[src/hw/rtl/fbpa_pkg.sv]
// Package for the fixed block pool allocator: payload structs, status codes,
// controller states and the command/status structs between controller and datapath.
// Depends on nothing.
package fbpa_pkg;

    // Default sizing of the pool.
    localparam int FBPA_BLOCK_BYTES     = 16;
    localparam int FBPA_BLOCKS_PER_PAGE = 256;
    localparam int FBPA_MAX_PAGES       = 4;

    // Result status codes.
    typedef enum logic [2:0] {
        ST_OK        = 3'd0,
        ST_TOO_LARGE = 3'd1,
        ST_EXHAUSTED = 3'd2,
        ST_OUTSIDE   = 3'd3,
        ST_FULL      = 3'd4
    } t_status;

    // Request kinds.
    localparam logic REQ_ALLOC = 1'b0;
    localparam logic REQ_FREE  = 1'b1;

    // Register indexes of the configuration port.
    localparam logic REG_BASE_ADDRESS = 1'b0;

    // Request payload.
    typedef struct packed {
        logic        req_type;
        logic [15:0] request_size;
        logic [31:0] free_address;
    } t_in;

    // Result payload.
    typedef struct packed {
        logic [2:0]  status;
        logic [31:0] block_address;
    } t_out;

    // Controller states.
    typedef enum logic [2:0] {
        S_IDLE,
        S_CHECK,
        S_POP,
        S_DIVIDE,
        S_SPLIT,
        S_DONE
    } t_state;

    // Commands from the controller to the datapath.
    typedef struct packed {
        logic    load;        // latch the request and its pool offset
        logic    take_alloc;  // choose a page, open it if needed, read the stack top
        logic    pop;         // commit the pop and keep the block index
        logic    mul;         // start the offset-to-block division
        logic    divide;      // correct the quotient into a global block number
        logic    push;        // push the freed index unless the stack is full
        logic    emit;        // load the result register
        t_status status;      // status of the result being emitted
    } t_dp_cmd;

    // Status from the datapath to the controller.
    typedef struct packed {
        logic too_large;
        logic is_free;
        logic found;
        logic can_open;
        logic in_pool;
        logic full;
    } t_dp_sts;

endpackage

[src/hw/rtl/fbpa_ctrl.sv]
// Controller state machine of the fixed block pool allocator.
// Depends on fbpa_pkg; drives the datapath through t_dp_cmd and reads t_dp_sts.
module fbpa_ctrl (
    input  logic             i_clk,
    input  logic             i_rst_n,
    input  logic             i_in_valid,
    output logic             o_in_ready,
    output logic             o_out_valid,
    input  logic             i_out_ready,
    input  fbpa_pkg::t_dp_sts i_sts,
    output fbpa_pkg::t_dp_cmd o_cmd
);
    import fbpa_pkg::*;

    t_state  r_state,  n_state;
    t_status r_status, n_status;
    logic    r_out_valid, n_out_valid;

    // State, pending status and result valid registers.
    always_ff @(posedge i_clk) begin
        if (!i_rst_n) begin
            r_state     <= S_IDLE;
            r_status    <= ST_OK;
            r_out_valid <= 1'b0;
        end else begin
            r_state     <= n_state;
            r_status    <= n_status;
            r_out_valid <= n_out_valid;
        end
    end

    // Next state and commands.
    always_comb begin
        n_state     = r_state;
        n_status    = r_status;
        n_out_valid = r_out_valid && !i_out_ready;
        o_in_ready  = 1'b0;
        o_cmd       = '0;
        o_cmd.status = r_status;
        case (r_state)
            S_IDLE: begin
                o_in_ready = 1'b1;
                if (i_in_valid) begin
                    o_cmd.load = 1'b1;
                    n_state    = S_CHECK;
                end
            end
            S_CHECK: begin
                if (i_sts.too_large) begin
                    n_status = ST_TOO_LARGE;
                    n_state  = S_DONE;
                end else if (!i_sts.is_free) begin
                    if (i_sts.found || i_sts.can_open) begin
                        o_cmd.take_alloc = 1'b1;
                        n_state          = S_POP;
                    end else begin
                        n_status = ST_EXHAUSTED;
                        n_state  = S_DONE;
                    end
                end else if (i_sts.in_pool) begin
                    o_cmd.mul = 1'b1;
                    n_state   = S_DIVIDE;
                end else begin
                    n_status = ST_OUTSIDE;
                    n_state  = S_DONE;
                end
            end
            S_POP: begin
                o_cmd.pop = 1'b1;
                n_status  = ST_OK;
                n_state   = S_DONE;
            end
            S_DIVIDE: begin
                o_cmd.divide = 1'b1;
                n_state      = S_SPLIT;
            end
            S_SPLIT: begin
                o_cmd.push = 1'b1;
                n_status   = i_sts.full ? ST_FULL : ST_OK;
                n_state    = S_DONE;
            end
            S_DONE: begin
                // Wait here while the previous result is still held.
                if (!r_out_valid || i_out_ready) begin
                    o_cmd.emit  = 1'b1;
                    n_out_valid = 1'b1;
                    n_state     = S_IDLE;
                end
            end
            default: begin
                n_state = S_IDLE;
            end
        endcase
    end

    assign o_out_valid = r_out_valid;

endmodule

[config.mk]
export PLATFORM = sky130hd
export DESIGN_NAME = fbpa_ctrl
export DESIGN_NICKNAME = d
export VERILOG_FILES = /design/src/hw/rtl/fbpa_pkg.sv /design/src/hw/rtl/fbpa_ctrl.sv
export SDC_FILE = /design/constraint.sdc
export NUM_CORES = 1
export LEC_CHECK = 0
export BUFFER_PORTS_ARGS = -buffer_cell sky130_fd_sc_hd__buf_2
export CAP_MARGIN = 5
export CORE_AREA = 2 2 39 41
export DETAILED_ROUTE_END_ITERATION = 10
export DIE_AREA = 0 0 41 43
export GPL_ROUTABILITY_DRIVEN = 0
export PLACE_DENSITY_LB_ADDON = 0.25
export SETUP_SLACK_MARGIN = 0.15
export SLEW_MARGIN = 20
export SYNTH_ARGS = -nofsm -noshare
export SYNTH_HDL_FRONTEND = slang
export SYNTH_SLANG_ARGS = --single-unit
[constraint.sdc]
create_clock -name i_clk -period 1.7 [get_ports i_clk]
set_input_delay 0.17 -clock i_clk [delete_from_list [all_inputs] [get_ports i_clk]]
set_output_delay 0.17 -clock i_clk [all_outputs]
set_load 0.01 [all_outputs]
==> results.md <==
* Status: finished clean
* Share of post-route cells with drive strength above 1 at 0.468
* Via count at 473
* Static Leak at 0.307 nW
* Die X at 41 um
* Synth Flop Type: dfxtp_1
* Mapped Nets at 61
* HP Class: input port to register
* Reg clk slew, reported paths at 0.05 ns
* Mean post-synth cell area at 8.78 sq um
* Fillers at 146
* Port bufs at 21
* Initial antenna violation count at 0
* Area taken by multi-input logic gates at 274 sq um
* Top cells by area, synth: dfxtp_1 31%, nor3_1 5.6%, and3_1 4.2%, nor3b_4 4.2%, a221oi_1 3.9%
* Core area at 1380 sq um
* Number of synthesized flops with an enable pin at 0
* Critical Path AT at 1.33 ns
* TritonCTS buffer count at 3
* Area after DPL at 558 sq um
* CP Class: register to output port
* Final Cell Area at 631 sq um
* Top-count cell post-synth: dfxtp_1
* Number of global-route vias before repair at 406
* Flops & latches, synth at 7
* WL final at 1030 um
* RSZ-0062 raised after global routing: false
* DR WL/cell at 10.9 um
* Largest net degree at the start of global routing at 12
* Top Ports at 22
* CP Capture Type: output port
* Hold Path Cell Cnt at 2
* # diodes at 0
* Max cap viols at 0
* Startpoint types: register
* Pins Over Slew Limit at 0
* CTS tree: built
* Netlist cell types at 33
* Cells after Synth at 51
* # DRC at 0
* Slew headroom at 0.731
* Final hold violation count at 0
* Setup TNS at 0 ns
* Nets at 90
* Initial core utilization at 0.324
* Skew-Pair Late Insertion Delay at 0.25 ns
* Power Density at 794 nW/um^2
* Crit path max fanout at 9
* Worst slew pin tran at 0.401 ns
* Clock Skew at 0.000413 ns
* F_max at 665 MHz
* Yosys warns at 0
* Synth top cells by count: 7 x dfxtp_1, 5 x nor3_1, 3 x and3_1, 3 x nand2_1
* Reg2reg path depth at 4
* Post-synthesis cell area at 448 sq um
* Die Y at 43 um
* # hold bufs at CTS at 0
* Grt total ovfl at 0
* DIE AREA at 1760 sq um
* Final period utilization at 0.885
* CTS max path bufs at 2
* Area leader, netlist: dfxtp_1
* Synth top area share at 0.313
* Final setup viols at 0
* Vias/cell at 4.98
* First-pass detailed-route iteration total at 3
* CTS Sinks at 7
* Final WS setup at 0.196 ns
* Seq/Total Area, Yosys at 0.313
* Root buf cell: clkbuf_4
* GR Util All Layers at 0.128
* Synth-to-layout area growth at 40.8%
* Register area at 149 sq um
* Htree depth at 1
* Final ANT Viol Nets at 0
* Critical Path RT at 1.53 ns
* Site Rows at 14
* Initial drt markers at 2
* Final Critical Period at 1.50 ns
* Maximum VDD drop at 0.439 mV
* Post-synth ARST share at 0
* First-pass GRT wire length at 1570 um
* Hpwl dp at 778 um
* Place WS at 0.349 ns
## worst max-delay path, cell delays in order (launching register included)
cell and delay [ns]:
dfxtp_4 0.37, or3b_4 0.41, nor3_1 0.16, buf_2 0.15
## per-stage QoR
| step | std cells | hold WS, ns | util | power [W] |
|---|---|---|---|---|
| finish | 95 | 0.162 | 0.456 | 0.000501 |
| global route | 95 | 0.173 | 0.456 | 0.000540 |
| CTS | 90 | 0.163 | 0.425 | 0.000495 |
| detailed placement | 86 | 0.419 | 0.403 | 0.000343 |
| global placement | 86 | 0.411 | 0.403 | 0.000343 |
| floorplan | 51 | 0.245 | - | 0.000294 |
## cells in the final DEF, fill, tap and decap left out, types with 2 or more instances in the layout
| cell type | count |
|---|---|
| buf_2 | 21 |
| clkbuf_4 | 3 |
| a221oi_1 | 2 |
| and3_1 | 3 |
| nand2_1 | 3 |
| dfxtp_1 | 4 |
| dfxtp_4 | 2 |
| inv_1 | 2 |
| nor3_1 | 5 |
| a21boi_1 | 2 |
| nor2b_1 | 2 |
| buf_4 | 6 |
## logic make-up (layout without fill, tap and decap cells)
logic type	count (synthesis)	count (layout)	share of synthesized area
AO/OA/AOI/OAI	13	13	0.232
XOR/XNOR	1	1	0.0196
buffers and inverters	6	34	0.0754
flip-flops	7	7	0.313
AND/OR/NAND/NOR	24	24	0.360
## timing repair
action / 4_1_cts / 5_1_grt
setup buffers: 0 / 5
resized for setup: 3 / 2
setup endpoints to repair: 1 / 1
cloned: 0 / 0
## state kept, by name (all words and copies together) (netlist names)
signal and flops:
r_state 3, r_status 3, o_out_valid 1
## final cells by class
type | instances | share of cell area
Sequential cell | 7 | 0.236
Clock buffer | 4 | 0.0417
Tap cell | 16 | 0.0317
Timing Repair Buffer | 27 | 0.238
Inverter | 3 | 0.0179
Multi-Input combinational cell | 38 | 0.435
## metal layers
layer	global-route usage	routed length, um	vias up
met3	0.0157	61	0
li1	-	-	250
met5	0	0	-
met2	0.184	463	13
met1	0.172	508	210
met4	0.0800	0	0
## report_power, final
| group | switching (W) | internal, W |
|---|---|---|
| sequential | 0.0000164 | 0.000180 |
| clock | 0.0000602 | 0.0000895 |
| combinational | 0.0000750 | 0.0000798 |
| total | 0.000152 | 0.000349 |
## final timing paths
check	from	to	slack, ns
worst max-delay path	r_state[1]	o_cmd[6]	0.20
worst min-delay path	i_sts[0]	r_status[2]	0.16
worst max register to register	r_state[1]	r_status[1]	0.45
worst min register to register	r_status[0]	r_status[0]	0.45
Note: power is estimated with default switching activity, not from simulation.
